$ cat config.mk
export PLATFORM = sky130hd
export DESIGN_NAME = eight_bit_alu_with_flags
export DESIGN_NICKNAME = d
export VERILOG_FILES = /design/src/sv/ebalu_pkg.sv /design/src/sv/eight_bit_alu_with_flags.sv
export SDC_FILE = /design/constraint.sdc
export NUM_CORES = 1
export LEC_CHECK = 0
export ABC_AREA = 1
export BUFFER_PORTS_ARGS = -buffer_cell sky130_fd_sc_hd__buf_4
export CELL_PAD_IN_SITES_DETAIL_PLACEMENT = 1
export CELL_PAD_IN_SITES_GLOBAL_PLACEMENT = 1
export CORE_MARGIN = 2
export CORE_UTILIZATION = 45
export CTS_BUF_LIST = sky130_fd_sc_hd__clkbuf_8
export DETAILED_ROUTE_END_ITERATION = 12
export PLACE_DENSITY = 0.88
export SLEW_MARGIN = 20
export SYNTH_ARGS = -nofsm -noshare
export SYNTH_HDL_FRONTEND = slang
export SYNTH_SLANG_ARGS = --single-unit
$ cat constraint.sdc
create_clock -name clk -period 4.1 [get_ports clk]
set_clock_uncertainty 0.15 [all_clocks]
set_input_delay 0.41 -clock clk [delete_from_list [all_inputs] [get_ports clk]]
set_output_delay 0.41 -clock clk [all_outputs]
set_load 0.02 [all_outputs]
$ cat src/sv/ebalu_pkg.sv
`timescale 1ns / 1ps
`default_nettype none
// ----------------------------------------------------------------------------
// ebalu_pkg
// Shared types and operation codes for the 8-bit accumulator ALU with flags.
// ----------------------------------------------------------------------------
package ebalu_pkg;

  // Operation codes carried in the kind field
  localparam logic [4:0] KIND_ADD   = 5'd0;
  localparam logic [4:0] KIND_ADC   = 5'd1;
  localparam logic [4:0] KIND_SUB   = 5'd2;
  localparam logic [4:0] KIND_SBC   = 5'd3;
  localparam logic [4:0] KIND_AND   = 5'd4;
  localparam logic [4:0] KIND_OR    = 5'd5;
  localparam logic [4:0] KIND_XOR   = 5'd6;
  localparam logic [4:0] KIND_CP    = 5'd7;
  localparam logic [4:0] KIND_INC   = 5'd8;
  localparam logic [4:0] KIND_DEC   = 5'd9;
  localparam logic [4:0] KIND_DAA   = 5'd10;
  localparam logic [4:0] KIND_CPL   = 5'd11;
  localparam logic [4:0] KIND_CCF   = 5'd12;
  localparam logic [4:0] KIND_SCF   = 5'd13;
  localparam logic [4:0] KIND_RLC   = 5'd14;
  localparam logic [4:0] KIND_RL    = 5'd15;
  localparam logic [4:0] KIND_RRC   = 5'd16;
  localparam logic [4:0] KIND_RR    = 5'd17;
  localparam logic [4:0] KIND_SLA   = 5'd18;
  localparam logic [4:0] KIND_SRA   = 5'd19;
  localparam logic [4:0] KIND_SRL   = 5'd20;
  localparam logic [4:0] KIND_SWAP  = 5'd21;
  localparam logic [4:0] KIND_BIT   = 5'd22;
  localparam logic [4:0] KIND_SET   = 5'd23;
  localparam logic [4:0] KIND_RES   = 5'd24;
  localparam logic [4:0] KIND_ADDW  = 5'd25;
  localparam logic [4:0] KIND_ADDSP = 5'd26;

  // Power-up state
  localparam logic [7:0] ACC_RESET = 8'h01;

  // Decimal adjust constants
  localparam logic [7:0] DAA_LO_ADJ = 8'h06;
  localparam logic [7:0] DAA_HI_ADJ = 8'h60;
  localparam logic [7:0] DAA_HI_LIM = 8'h99;
  localparam logic [3:0] DAA_LO_LIM = 4'd9;

  typedef struct packed {
    logic z;
    logic n;
    logic h;
    logic c;
  } flags_t;

  localparam flags_t FLAGS_RESET = '{z: 1'b1, n: 1'b0, h: 1'b1, c: 1'b1};

  typedef struct packed {
    logic [4:0]  kind;
    logic [7:0]  operand;
    logic [2:0]  bit_index;
    logic [15:0] base_word;
    logic [15:0] addend_word;
  } in_word_t;

  typedef struct packed {
    logic [7:0]  result_byte;
    logic [15:0] result_word;
    logic        zero_flag;
    logic        subtract_flag;
    logic        half_carry_flag;
    logic        carry_flag;
  } out_word_t;

endpackage
`default_nettype wire

$ cat src/sv/eight_bit_alu_with_flags.sv
`timescale 1ns / 1ps
`default_nettype none
// ----------------------------------------------------------------------------
// eight_bit_alu_with_flags
// Accumulator ALU with Z/N/H/C flags: 8-bit arithmetic and logic, rotates,
// shifts, bit operations, decimal adjust and the two 16-bit adds.
// ----------------------------------------------------------------------------
// Each input word carries one operation. It is captured in an input register,
// evaluated against the accumulator and flag registers, and the result lands
// in an output register while the accumulator and flags are updated in the
// same edge. A new word can be taken every cycle unless the input stalls, so
// the throughput is one word per clock. The output register decouples the
// sides: a word is still accepted while a finished result waits, and the
// input stalls only when both registers are full and the output is stalled.
// The accumulator resets to 0x01 and the flags to Z=1 N=0 H=1 C=1. Unused kind
// codes leave the state alone.
// ----------------------------------------------------------------------------
module eight_bit_alu_with_flags (
  input  wire                       clk,
  input  wire                       rst_n,
  input  wire                       in_valid,
  output logic                      in_stall,
  input  wire ebalu_pkg::in_word_t  in_data,
  output logic                      out_valid,
  input  wire                       out_stall,
  output ebalu_pkg::out_word_t      out_data
);
  import ebalu_pkg::*;

  // Pipeline registers
  logic      in_v_r;
  in_word_t  in_d_r;
  logic      out_v_r;
  out_word_t out_d_r;

  // Architectural state
  logic [7:0] acc_r;
  flags_t     flags_r;

  // Datapath results
  logic [7:0]  rb;
  logic [15:0] rw;
  flags_t      f_nxt;
  logic        acc_we;
  logic        advance;

  // Arithmetic helpers
  logic        cin;
  logic [8:0]  sum9;
  logic [4:0]  hsum;
  logic [8:0]  diff9;
  logic [4:0] hdiff;
  logic [16:0] sumw;
  logic [12:0] sumw_lo;
  logic [15:0] sp_ext;
  logic [4:0]  sp_h;
  logic [8:0]  sp_c;
  logic [7:0]  daa_t;
  logic        daa_c;
  logic [7:0]  bit_mask;
  logic [7:0]  v;

  // Move a word forward when it exists and the output slot is free or draining
  assign advance   = in_v_r && (!out_v_r || !out_stall);
  assign in_stall  = in_v_r && out_v_r && out_stall;
  assign out_valid = out_v_r;
  assign out_data  = out_d_r;

  // Shared adders
  assign v        = in_d_r.operand;
  assign cin      = flags_r.c && (in_d_r.kind == KIND_ADC || in_d_r.kind == KIND_SBC);
  assign sum9     = {1'b0, acc_r} + {1'b0, v} + {8'd0, cin};
  assign hsum     = {1'b0, acc_r[3:0]} + {1'b0, v[3:0]} + {4'd0, cin};
  assign diff9    = {1'b0, acc_r} - {1'b0, v} - {8'd0, cin};
  assign hdiff    = {1'b0, acc_r[3:0]} - {1'b0, v[3:0]} - {4'd0, cin};
  assign sumw     = {1'b0, in_d_r.base_word} + {1'b0, in_d_r.addend_word};
  assign sumw_lo  = {1'b0, in_d_r.base_word[11:0]} + {1'b0, in_d_r.addend_word[11:0]};
  assign sp_ext   = {{8{v[7]}}, v};
  assign sp_h     = {1'b0, in_d_r.base_word[3:0]} + {1'b0, v[3:0]};
  assign sp_c     = {1'b0, in_d_r.base_word[7:0]} + {1'b0, v};
  assign bit_mask = 8'd1 << in_d_r.bit_index;

  // Decimal adjust of the accumulator
  always_comb begin
    daa_t = acc_r;
    daa_c = flags_r.c;
    if (!flags_r.n) begin
      if (flags_r.c || acc_r > DAA_HI_LIM) begin
        daa_t = daa_t + DAA_HI_ADJ;
        daa_c = 1'b1;
      end
      if (flags_r.h || daa_t[3:0] > DAA_LO_LIM) begin
        daa_t = daa_t + DAA_LO_ADJ;
      end
    end else begin
      if (flags_r.c) begin
        daa_t = daa_t - DAA_HI_ADJ;
      end
      if (flags_r.h) begin
        daa_t = daa_t - DAA_LO_ADJ;
      end
    end
  end

  // Decode the operation and pick the result and flags
  always_comb begin
    rb     = acc_r;
    rw     = '0;
    f_nxt  = flags_r;
    acc_we = 1'b0;
    unique case (in_d_r.kind) inside
      KIND_ADD, KIND_ADC: begin
        rb     = sum9[7:0];
        f_nxt  = '{z: (sum9[7:0] == 8'd0), n: 1'b0, h: hsum[4], c: sum9[8]};
        acc_we = 1'b1;
      end
      KIND_SUB, KIND_SBC: begin
        rb     = diff9[7:0];
        f_nxt  = '{z: (diff9[7:0] == 8'd0), n: 1'b1, h: hdiff[4], c: diff9[8]};
        acc_we = 1'b1;
      end
      KIND_CP: begin
        f_nxt = '{z: (diff9[7:0] == 8'd0), n: 1'b1, h: hdiff[4], c: diff9[8]};
      end
      KIND_AND: begin
        rb     = acc_r & v;
        f_nxt  = '{z: ((acc_r & v) == 8'd0), n: 1'b0, h: 1'b1, c: 1'b0};
        acc_we = 1'b1;
      end
      KIND_OR: begin
        rb     = acc_r | v;
        f_nxt  = '{z: ((acc_r | v) == 8'd0), n: 1'b0, h: 1'b0, c: 1'b0};
        acc_we = 1'b1;
      end
      KIND_XOR: begin
        rb     = acc_r ^ v;
        f_nxt  = '{z: ((acc_r ^ v) == 8'd0), n: 1'b0, h: 1'b0, c: 1'b0};
        acc_we = 1'b1;
      end
      KIND_INC: begin
        rb    = v + 8'd1;
        f_nxt = '{z: (v == 8'hFF), n: 1'b0, h: (v[3:0] == 4'hF), c: flags_r.c};
      end
      KIND_DEC: begin
        rb    = v - 8'd1;
        f_nxt = '{z: (v == 8'h01), n: 1'b1, h: (v[3:0] == 4'h0), c: flags_r.c};
      end
      KIND_DAA: begin
        rb     = daa_t;
        f_nxt  = '{z: (daa_t == 8'd0), n: flags_r.n, h: 1'b0, c: daa_c};
        acc_we = 1'b1;
      end
      KIND_CPL: begin
        rb     = ~acc_r;
        f_nxt  = '{z: flags_r.z, n: 1'b1, h: 1'b1, c: flags_r.c};
        acc_we = 1'b1;
      end
      KIND_CCF: begin
        f_nxt = '{z: flags_r.z, n: 1'b0, h: 1'b0, c: !flags_r.c};
      end
      KIND_SCF: begin
        f_nxt = '{z: flags_r.z, n: 1'b0, h: 1'b0, c: 1'b1};
      end
      KIND_RLC: begin
        rb    = {v[6:0], v[7]};
        f_nxt = '{z: (v == 8'd0), n: 1'b0, h: 1'b0, c: v[7]};
      end
      KIND_RL: begin
        rb    = {v[6:0], flags_r.c};
        f_nxt = '{z: ({v[6:0], flags_r.c} == 8'd0), n: 1'b0, h: 1'b0, c: v[7]};
      end
      KIND_RRC: begin
        rb    = {v[0], v[7:1]};
        f_nxt = '{z: (v == 8'd0), n: 1'b0, h: 1'b0, c: v[0]};
      end
      KIND_RR: begin
        rb    = {flags_r.c, v[7:1]};
        f_nxt = '{z: ({flags_r.c, v[7:1]} == 8'd0), n: 1'b0, h: 1'b0, c: v[0]};
      end
      KIND_SLA: begin
        rb    = {v[6:0], 1'b0};
        f_nxt = '{z: (v[6:0] == 7'd0), n: 1'b0, h: 1'b0, c: v[7]};
      end
      KIND_SRA: begin
        rb    = {v[7], v[7:1]};
        f_nxt = '{z: (v[7:1] == 7'd0), n: 1'b0, h: 1'b0, c: v[0]};
      end
      KIND_SRL: begin
        rb    = {1'b0, v[7:1]};
        f_nxt = '{z: (v[7:1] == 7'd0), n: 1'b0, h: 1'b0, c: v[0]};
      end
      KIND_SWAP: begin
        rb    = {v[3:0], v[7:4]};
        f_nxt = '{z: (v == 8'd0), n: 1'b0, h: 1'b0, c: 1'b0};
      end
      KIND_BIT: begin
        rb    = v;
        f_nxt = '{z: ((v & bit_mask) == 8'd0), n: 1'b0, h: 1'b1, c: flags_r.c};
      end
      KIND_SET: begin
        rb = v | bit_mask;
      end
      KIND_RES: begin
        rb = v & ~bit_mask;
      end
      KIND_ADDW: begin
        rw    = sumw[15:0];
        f_nxt = '{z: flags_r.z, n: 1'b0, h: sumw_lo[12], c: sumw[16]};
      end
      KIND_ADDSP: begin
        rw    = in_d_r.base_word + sp_ext;
        f_nxt = '{z: 1'b0, n: 1'b0, h: sp_h[4], c: sp_c[8]};
      end
      default: begin
        // Unused codes: hold state, report accumulator and flags
        rb = acc_r;
      end
    endcase
  end

  // Control registers and architectural state
  always_ff @(posedge clk) begin
    if (!rst_n) begin
      in_v_r  <= 1'b0;
      out_v_r <= 1'b0;
      acc_r   <= ACC_RESET;
      flags_r <= FLAGS_RESET;
    end else begin
      if (!in_stall) begin
        in_v_r <= in_valid;
      end
      if (advance) begin
        out_v_r <= 1'b1;
        flags_r <= f_nxt;
        if (acc_we) begin
          acc_r <= rb;
        end
      end else if (!out_stall) begin
        out_v_r <= 1'b0;
      end
    end
  end

  // Capture the incoming word
  always_ff @(posedge clk) begin
    if (!in_stall && in_valid) begin
      in_d_r <= in_data;
    end
  end

  // Load the result word; hold it while stalled
  always_ff @(posedge clk) begin
    if (advance) begin
      out_d_r <= '{result_byte:     rb,
                   result_word:     rw,
                   zero_flag:       f_nxt.z,
                   subtract_flag:   f_nxt.n,
                   half_carry_flag: f_nxt.h,
                   carry_flag:      f_nxt.c};
    end
  end

endmodule
`default_nettype wire

== After elaboration in Yosys (flattened, before gate mapping) ==
Cells that the tools add are included.

* Input bits: 52
* Word-level logic and storage cells: 126
* Register bits after elaboration: 90
* Output and inout port bits: 30

* Mux-type cells: 15
* Magnitude comparators: 2
* Equal/unequal tests: 30
* Reductions and logical operators: 33
* Shifts and indexed selects: 1
* Bitwise gates (word level): 8
* Add/sub/neg operators: 19

{| class="wikitable"
|+ Operator list
! operator !! number
|-
| $pmux 8 s20 || 1
|-
| $pmux 4 s21 || 1
|-
| $logic_not 8->1 || 10
|-
| $mux 8 || 7
|-
| $eq 5x5->1 const B || 11
|-
| $eq 5x4->1 const B || 8
|-
| $pmux 16 s2 || 1
|-
| $and 8x8->8 || 3
|-
| $eq 5x3->1 const B || 4
|-
| $add 8x8->9 || 2
|-
| $add 16x16->17 || 1
|-
| $add 16x16->16 || 1
|-
| $not 8->8 || 2
|-
| $or 8x8->8 || 2
|-
| $logic_not 7->1 || 2
|-
| $add 12x12->13 || 1
|-
| $add 4x4->5 || 2
|-
| $eq 5x2->1 const B || 2
|-
| $add 9x1->9 || 1
|-
| $reduce_or 9->1 || 1
|-
| $sub 8x8->9 || 1
|-
| $sub 9x1->9 || 1
|-
| $add 8x1->8 const B || 1
|-
| $add 8x3->8 const B || 1
|-
| 25 further kinds || 41
|}

== Depth between registers and ports, before layout ==
Gate-level depths: netlist (run 1).

* Word-level depth: 10
* Mapped depth: 20

== Least setup slack after synthesis (run 1) ==
Ideal clock, no wire load.

* Path kind: register to register
* Start: register in_d_r[46] in the netlist's numbering
* End: register out_d_r (netlist bit out_data[26]), data pin
* Path buffers: 0
* Library setup time: 0.251 ns
* Cell stages (with the launch flop): 16
* Clock period less this slack: 3.203 ns
* Arrival time: 2.802 ns
* Path slack: 0.897 ns
* Cell sequence: edfxtp_1 > nor2_4 > nand2_1 > nor3_1 > inv_1 > fa_1 > fa_1 > nand4_1 > o211ai_1 > or2_2 > nand3_1 > nand3_1 > nor2_1 > nand3_1 > nand2_1 > inv_1

* Cells in the longest elaborated chain, start to end: 5
* Elaborated cells between the ends (all ways): 29
* Classes of those cells: 2 x add/sub; 21 x eq/ne; 1 x mux; 5 x reduce/logical

{| class="wikitable"
|+ RTL lines
! what !! line !! text
|-
| from (decl) || eight_bit_alu_with_flags.sv:32 || <nowiki>in_word_t in_d_r;</nowiki>
|-
| from (signal assigned) || eight_bit_alu_with_flags.sv:247 || <nowiki>in_d_r <= in_data;</nowiki>
|-
| $eq 5x1->1 / $eq 5x2->1 (equally long branches) || eight_bit_alu_with_flags.sv:71 || <nowiki>assign cin = flags_r.c && (in_d_r.kind == KIND_ADC || in_d_r.kind == KIND_SBC);</nowiki>
|-
| $logic_or 1x1->1 || eight_bit_alu_with_flags.sv:71 ||
|-
| $logic_and 1x1->1 || eight_bit_alu_with_flags.sv:71 ||
|-
| $sub 9x1->9 / $add 9x1->9 (equally long branches) || eight_bit_alu_with_flags.sv:74, eight_bit_alu_with_flags.sv:72 ||
|-
| $pmux 8 s20 (*) || eight_bit_alu_with_flags.sv:111 || <nowiki>unique case (in_d_r.kind) inside</nowiki>
|-
| net rb[6] || eight_bit_alu_with_flags.sv:41 || <nowiki>logic [7:0] rb;</nowiki>
|-
| to (signal assigned) || eight_bit_alu_with_flags.sv:254 || <nowiki>out_d_r <= '{result_byte: rb,</nowiki>
|-
| to (decl) || eight_bit_alu_with_flags.sv:34 || <nowiki>out_word_t out_d_r;</nowiki>
|}

The timed path passes the listed nets; every way through them passes the cells marked *.
A chain may end at the register's enable or synchronous reset.

== Final worst setup path (run 1) ==
* Start: register in_d_r[46] in the netlist's numbering
* End: register out_d_r (netlist bit out_data[22]), data pin

Same word-level chain as after synthesis.

==> results of run 1 <==
==> cell families after synthesis <==
kind of cell    Yosys count  share of synthesized area [%]
xor+xnor                 21                           2.34
fa+ha+maj                74                           12.4
compound gates          222                           15.9
simple gates            496                           28.9
buf+inv                 157                           7.92
flops                    90                           32.6
==> synthesized netlist by cell type (2+ instances only) <==
cell	count	area, µm²
sky130_fd_sc_hd__nand2_4	5	56.3
sky130_fd_sc_hd__o21a_1	4	30.0
sky130_fd_sc_hd__nand2_1	218	818
sky130_fd_sc_hd__o2111ai_1	3	26.3
sky130_fd_sc_hd__o21ai_1	4	20.0
sky130_fd_sc_hd__nand3b_1	5	37.5
sky130_fd_sc_hd__nor2_4	5	56.3
sky130_fd_sc_hd__dfxtp_1	14	280
sky130_fd_sc_hd__edfxtp_1	76	2280
sky130_fd_sc_hd__fa_1	6	120
sky130_fd_sc_hd__nor3_1	23	115
sky130_fd_sc_hd__o221ai_1	3	26.3
sky130_fd_sc_hd__nand2_2	5	31.3
sky130_fd_sc_hd__o211ai_1	7	52.6
sky130_fd_sc_hd__nor4_1	6	37.5
sky130_fd_sc_hd__inv_2	13	48.8
sky130_fd_sc_hd__nand3_2	3	30.0
sky130_fd_sc_hd__a221oi_1	2	17.5
sky130_fd_sc_hd__inv_1	120	450
sky130_fd_sc_hd__nor3b_1	2	15.0
sky130_fd_sc_hd__nand4_1	23	144
sky130_fd_sc_hd__or2_2	7	43.8
sky130_fd_sc_hd__xor2_1	17	149
sky130_fd_sc_hd__ha_1	68	851
sky130_fd_sc_hd__o22ai_1	24	150
sky130_fd_sc_hd__buf_2	6	30.0
sky130_fd_sc_hd__nor2_1	94	353
sky130_fd_sc_hd__o21ai_0	73	365
sky130_fd_sc_hd__clkbuf_1	6	22.5
sky130_fd_sc_hd__a31oi_1	3	18.8
sky130_fd_sc_hd__a21oi_1	86	430
sky130_fd_sc_hd__clkinv_1	6	22.5
sky130_fd_sc_hd__xnor2_1	4	35.0
sky130_fd_sc_hd__nand3_1	90	450
sky130_fd_sc_hd__nor2_2	7	43.8
sky130_fd_sc_hd__o31ai_1	5	37.5
sky130_fd_sc_hd__a22o_1	2	17.5
sky130_fd_sc_hd__buf_4	4	30.0
==> area by class of cell <==
cell class / instances / area [µm²] / area share [%]
multi-input combinational: 813 / 4680 / 51.8
sequential: 90 / 2560 / 28.4
timing repair buffer: 102 / 766 / 8.48
inverter: 140 / 528 / 5.85
tap: 225 / 282 / 3.12
clock buffer: 9 / 124 / 1.37
clock inverter: 7 / 93.8 / 1.04
==> cells in the final DEF, fill, tap and decap left out, drive strengths merged, types with 4 or more instances in the layout <==
cell,n
nand2,228
inv,137
nor2,106
buf,102
nand3,93
a21oi,86
o21ai,78
edfxtp,76
ha,68
o22ai,24
nor3,24
nand4,24
xor2,17
dfxtp,14
clkbuf,9
clkinv,8
o211ai,7
or2,7
nor4,7
fa,6
o31ai,5
nand3b,5
xnor2,4
o21a,4
==> worst max-delay path, delay by kind of cell (launching register included) <==
family	cells	cell delay [ps]
buf+inv	1	110
fa+ha+maj	2	900
flops	1	560
compound gates	1	70
simple gates	10	1810
==> per-layer routing <==
layer	GRT usage (%)	routed length, µm	vias to the layer above
met5	0	0	-
met1	44.4	12800	4090
met4	23.2	2050	0
li1	-	-	3852
met2	59.3	15400	419
met3	7.38	2630	113
==> state kept, by name, indices dropped and copies added (netlist names) <==
signal and flops:
in_d_r 40, acc_r 8, in_v_r 1, out_valid 1, flags_r 4, v 8
out_data 28
==> worst max path at each step <==
stage                           from           end  slack (ps)  depth (start not counted)
after global placement    in_d_r[46]  out_data[24]         530                         15
after CTS                 in_d_r[46]  out_data[22]         360                         14
after global routing      in_d_r[46]    flags_r[3]          30                         18
final                     in_d_r[46]  out_data[22]         230                         14
after floorplan           in_d_r[46]  out_data[26]         900                         15
after detailed placement  in_d_r[46]    flags_r[3]         400                         18
==> power by group <==
group	leakage (nW)	internal (mW)	switching (mW)
logic	3.17	0.284	0.578
clock network	0.107	0.298	0.390
registers	0.862	1.06	0.0494
total	4.14	1.64	1.02
==> per-stage QoR <==
stage               cells  hold slack (ps)  total power [mW]  util [%]  instance area, µm²
finish               1386             23.8              2.66      52.6                9030
global route         1386             18.3              2.76      52.6                9030
CTS                  1386             15.2              2.64      52.6                9030
global placement     1370              358              1.92      51.3                8810
detailed placement   1370              377              1.95      51.3                8810
floorplan            1060              307              1.64         -                7850
==> results.py, run 1 <==
metrics = {
    "drt": {
        "routed-via-count": 8474,
        "drt-wirelength-per-cell_um": 23.7,
        "drt.antenna.violating_nets": 0,
        "route.detailed.vias_per_inst": 6.11,
        "firstDrtPassIters": 6,
        "initialDrtViolationCount": 575,
        "drt_wl_total_um": 32900,
        "drc": 0,
    },
    "synth": {
        "mapped_nets": 1186,
        "post_synth_inst_count": 1060,
        "synth.ff_latch_count": 90,
        "ys_seq_area_share_pct": 32.6,
        "synth_edf_count": 76,
        "synth_warnings": 0,
        "synth_area_per_cell_um2": 7.41,
        "synth_async_sr_flop_share_pct": 0,
        "synth_flop_cell": "sky130_fd_sc_hd__edfxtp_1",
        "mappedNetlistArea_mm2": 0.00785,
        "synth_cell_type_count": 49,
    },
    "die": {
        "core-area_mm2": 0.0172,
        "dieWidth_um": 136,
        "num_io_pins": 82,
        "die_height_um": 136,
        "die_area_mm2": 0.0185,
        "num_rows": 48,
        "initial_util_pct": 45.7,
    },
    "min_path": {
        "depth_of_the_worst_hold_timing_path": 1,
        "min-delay-path-class": "primary input to flip-flop",
        "hold_path.startpoint": "in_data[38]",
        "hold-path-endpoint": "v[3]",
    },
    "final_layout": {
        "area_growth_pct": 15.0,
        "filler_cells": 2238,
        "layout-drive-gt1-share_pct": 14.7,
        "nNetsFinal": 1282,
        "antenna_cells_inserted": 0,
    },
    "worst_setup_path": {
        "critPathLaunchType": "flip-flop",
        "timing.critical_path.mode_cell": "sky130_fd_sc_hd__nand2_1",
        "crit_fanout": 6,
        "regToRegEndpoint": "out_data[22]",
        "crit-reg2reg-launch": "in_d_r[46]",
        "cp_slowest_cell": "sky130_fd_sc_hd__edfxtp_1",
        "critical_path_class": "flip-flop to flip-flop",
        "reg2reg_setup_slack_ps": 230,
        "endpoint_required_time_on_the_critical_path_ps": 4090,
        "timing.critical_path.to_type": "flip-flop",
        "worstPathCellList": "nor2_4 -> nand2_1 -> nor3_1 -> inv_1 -> fa_1 -> fa_1 -> nand2_1 -> nand2_1 -> nand2_1 -> o21ai_0 -> nor4_1 -> nand2_1 -> nor4_2 -> nand2_1",
        "reg2regPathDepth": 14,
        "arrival_time_of_data_at_the_critical_path_endpoint_ps": 3860,
        "largest_stage_delay_on_the_critical_path_ps": 560,
    },
    "cts": {
        "holdBufCountCts": 0,
        "path_clk_slew_ps": 110,
        "ctsHtreeMaxLevel": 3,
        "cts.repair_timing.setup_buffer_count": 0,
        "clockRootBuffer": "sky130_fd_sc_hd__clkbuf_8",
        "cts_buffer_depth": 2,
        "numClockSinks": 90,
        "insertion_delay_ps": 410,
        "cts.repair.resized": 0,
        "cts_inserted_buffers": 9,
        "tritoncts": "yes",
    },
    "grt": {
        "grt_remaining_overflow": 0,
        "grt.total_usage_pct": 36.6,
        "grt_pass1_wl_um": 50100,
        "via_count_of_the_first_global_routing_pass": 8704,
        "grt_max_degree": 49,
        "antenna_found_initial": 0,
    },
    "place": {
        "dp_slack_ps": 401,
        "place.gp.congestion": 1.05,
        "port-buffer-count": 81,
        "dpl.hpwl_um": 25700,
    },
    "timing": {
        "post-route-min-period_ps": 3870,
        "max_clock_freq_mhz": 259,
        "final.setup.tns_ps": 0,
        "rsz0062_at_grt": "false",
        "timing.final.crit_share_pct": 94.3,
        "final-hold-violation-count": 0,
        "max_slew.worst_pin.slew_ps": 1020,
        "max-slew-margin-rel_pct": 32.1,
        "finalMaxSlewViolations": 0,
        "setup_slack_ps": 234,
        "timing.final.setup_violations": 0,
    },
    "run_status": {
        "run_status": "finished clean",
    },
    "pwr": {
        "p_leak_nw": 4.14,
        "cellPowerDensity_mw_per_mm2": 294,
        "ir_drop_v": 0.000222,
    },
    "job": {
        "cap_viol_max_count": 0,
    },
}
No activity file was read; power rests on OpenSTA's default activity.
==> run 2: changes to the inputs <==
--- a/config.mk
+++ b/config.mk
@@ -10,10 +10,10 @@
 export CELL_PAD_IN_SITES_DETAIL_PLACEMENT = 1
 export CELL_PAD_IN_SITES_GLOBAL_PLACEMENT = 1
 export CORE_MARGIN = 2
-export CORE_UTILIZATION = 45
+export CORE_UTILIZATION = 41
 export CTS_BUF_LIST = sky130_fd_sc_hd__clkbuf_8
 export DETAILED_ROUTE_END_ITERATION = 12
-export PLACE_DENSITY = 0.88
+export PLACE_DENSITY = 0.84
 export SLEW_MARGIN = 20
 export SYNTH_ARGS = -nofsm -noshare
 export SYNTH_HDL_FRONTEND = slang
==> constraint.sdc (replaced) <==
create_clock -name clk -period 3.4 [get_ports clk]
set_clock_uncertainty 0.15 [all_clocks]
set_input_delay 0.34 -clock clk [delete_from_list [all_inputs] [get_ports clk]]
set_output_delay 0.34 -clock clk [all_outputs]
set_load 0.02 [all_outputs]
==> run 2 against run 1 <==
  * Largest cell class unchanged
  * Critical path type unchanged
  * Routed wire length increased by 6.1%
  * Hold slack better by 58 ps
  * Critical path depth grew 2
==> results.py, run 2 (synthesized netlist as in run 1, its figures left out) <==
metrics = {
    "run_status": {
        "run_status": "finished clean",
    },
    "cts": {
        "clockRootBuffer": "sky130_fd_sc_hd__clkbuf_8",
        "insertion_delay_ps": 390,
        "cts_buffer_depth": 2,
        "ctsHtreeMaxLevel": 3,
        "path_clk_slew_ps": 110,
        "tritoncts": "yes",
        "numClockSinks": 90,
        "cts_inserted_buffers": 9,
    },
    "timing": {
        "max-slew-margin-rel_pct": 41.3,
        "timing.final.crit_share_pct": 95.3,
        "whs_ps": 81.8,
        "finalMaxSlewViolations": 0,
        "max_clock_freq_mhz": 309,
        "final-hold-violation-count": 0,
        "timing.final.setup_violations": 0,
        "max_slew.worst_pin.slew_ps": 881,
        "post-route-min-period_ps": 3240,
        "setup_slack_ps": 160,
        "final.setup.tns_ps": 0,
    },
    "place": {
        "port-buffer-count": 81,
        "dp_slack_ps": 21.8,
        "place.gp.congestion": 0.976,
        "dpl.hpwl_um": 25400,
        "number_of_placed_instances_taps_included": 1403,
    },
    "grt": {
        "grt.total_usage_pct": 35.0,
        "grt_remaining_overflow": 0,
        "antenna_found_initial": 0,
        "grt_max_degree": 49,
        "grt_pass1_wl_um": 53300,
        "via_count_of_the_first_global_routing_pass": 9156,
    },
    "min_path": {
        "min-delay-path-class": "primary input to flip-flop",
        "depth_of_the_worst_hold_timing_path": 2,
        "hold-path-endpoint": "flags_r[1]",
        "hold_path.startpoint": "rst_n",
    },
    "worst_setup_path": {
        "endpoint_required_time_on_the_critical_path_ps": 3400,
        "timing.critical_path.to_type": "flip-flop",
        "reg2reg_setup_slack_ps": 160,
        "crit-reg2reg-launch": "in_d_r[45]",
        "arrival_time_of_data_at_the_critical_path_endpoint_ps": 3240,
        "reg2regPathDepth": 16,
        "crit_fanout": 3,
        "critPathLaunchType": "flip-flop",
        "critical_path_class": "flip-flop to flip-flop",
        "regToRegEndpoint": "out_data[27]",
    },
    "die": {
        "core-area_mm2": 0.0188,
        "die_height_um": 142,
        "die_area_mm2": 0.0203,
        "num_rows": 50,
        "dieWidth_um": 142,
        "num_io_pins": 82,
        "initial_util_pct": 41.8,
    },
    "pwr": {
        "p_leak_nw": 4.45,
        "ir_drop_v": 0.000234,
        "cellPowerDensity_mw_per_mm2": 333,
    },
    "final_layout": {
        "antenna_cells_inserted": 0,
        "mostFrequentLayoutCell": "sky130_fd_sc_hd__nand2_1",
        "regMostFlops": "in_d_r",
        "layout_common_cells": "sky130_fd_sc_hd__nand2_1, sky130_fd_sc_hd__buf_4, sky130_fd_sc_hd__inv_1",
        "final_core_utilization_pct": 51.7,
        "nNetsFinal": 1355,
        "layout-drive-gt1-share_pct": 16.5,
        "largest_register_ff_count": 40,
        "area_growth_pct": 23.7,
        "filler_cells": 2381,
        "instances_no_fill": 1468,
    },
    "drt": {
        "firstDrtPassIters": 6,
        "drt.antenna.violating_nets": 0,
        "drt-wirelength-per-cell_um": 23.8,
        "drt_wl_total_um": 34900,
        "routed-via-count": 8775,
        "drc": 0,
        "route.detailed.vias_per_inst": 5.98,
        "initialDrtViolationCount": 786,
    },
    "job": {
        "cap_viol_max_count": 0,
    },
}
[run 2: critical path, cell delays in order (launching register included)]
cell                       delay (ps)
sky130_fd_sc_hd__edfxtp_1         440
sky130_fd_sc_hd__nor2_4           130
sky130_fd_sc_hd__nand2_1          100
sky130_fd_sc_hd__nor3_2           110
sky130_fd_sc_hd__buf_4            150
sky130_fd_sc_hd__fa_2             450
sky130_fd_sc_hd__ha_1             190
sky130_fd_sc_hd__o21ai_0          160
sky130_fd_sc_hd__nand2_1          140
sky130_fd_sc_hd__nand4_1          110
sky130_fd_sc_hd__nand3_2           90
sky130_fd_sc_hd__xor2_2           170
sky130_fd_sc_hd__nor2_1            80
sky130_fd_sc_hd__nor3_2           240
sky130_fd_sc_hd__nand2_1          130
sky130_fd_sc_hd__nand2_2           90
sky130_fd_sc_hd__inv_1             60
[run 2: final cells by class]
cell class	count	area, µm²	area share (%)
multi-input combinational	813	4710	48.5
sequential	90	2560	26.4
timing repair buffer	175	1430	14.8
inverter	140	529	5.45
tap	234	293	3.01
clock buffer	9	124	1.28
clock inverter	7	58.8	0.606
[run 2: worst max path at each step]
| stage | from | end | depth (start not counted) |
|---|---|---|---|
| 6_report | in_d_r[45] | out_data[27] | 16 |
| 5_1_grt | in_d_r[45] | out_data[27] | 17 |
| 4_1_cts | in_d_r[46] | flags_r[3] | 19 |
| 3_5_place_dp | in_d_r[46] | out_data[27] | 17 |
| 3_3_place_gp | in_d_r[46] | out_data[27] | 17 |
| 2_1_floorplan | in_d_r[46] | out_data[26] | 15 |
[run 2: what timing repair did]
item,CTS,global route
endpoints found under the setup margin,1,19
resized for setup,1,11
hold buffers,48,0
pin swaps,0,5
setup buffers,0,1
endpoints found under the hold margin,48,0
[run 2: stage by stage]
stage	power (mW)	area, µm²
floorplan	1.98	7850
global placement	2.34	9000
detailed placement	2.38	9000
CTS	3.15	9670
global route	3.38	9710
finish	3.23	9710
[run 2: where the power goes]
| part | internal, mW | total, mW | switching (mW) | leakage, nW |
|---|---|---|---|---|
| logic | 0.411 | 1.16 | 0.746 | 3.50 |
| clock network | 0.280 | 0.750 | 0.470 | 0.0942 |
| registers | 1.27 | 1.32 | 0.0497 | 0.862 |
| total | 1.97 | 3.23 | 1.27 | 4.45 |
[run 2: layer usage]
layer | up-vias | wire length, µm | share of wire [%] | GRT usage, %
met5 | - | 0 | 0 | 0
met4 | 0 | 1350 | 3.9 | 13.6
met3 | 95 | 2940 | 8.4 | 7.54
met2 | 442 | 16000 | 46 | 56.3
met1 | 4242 | 14600 | 42 | 46.0
li1 | 3996 | - | - | -
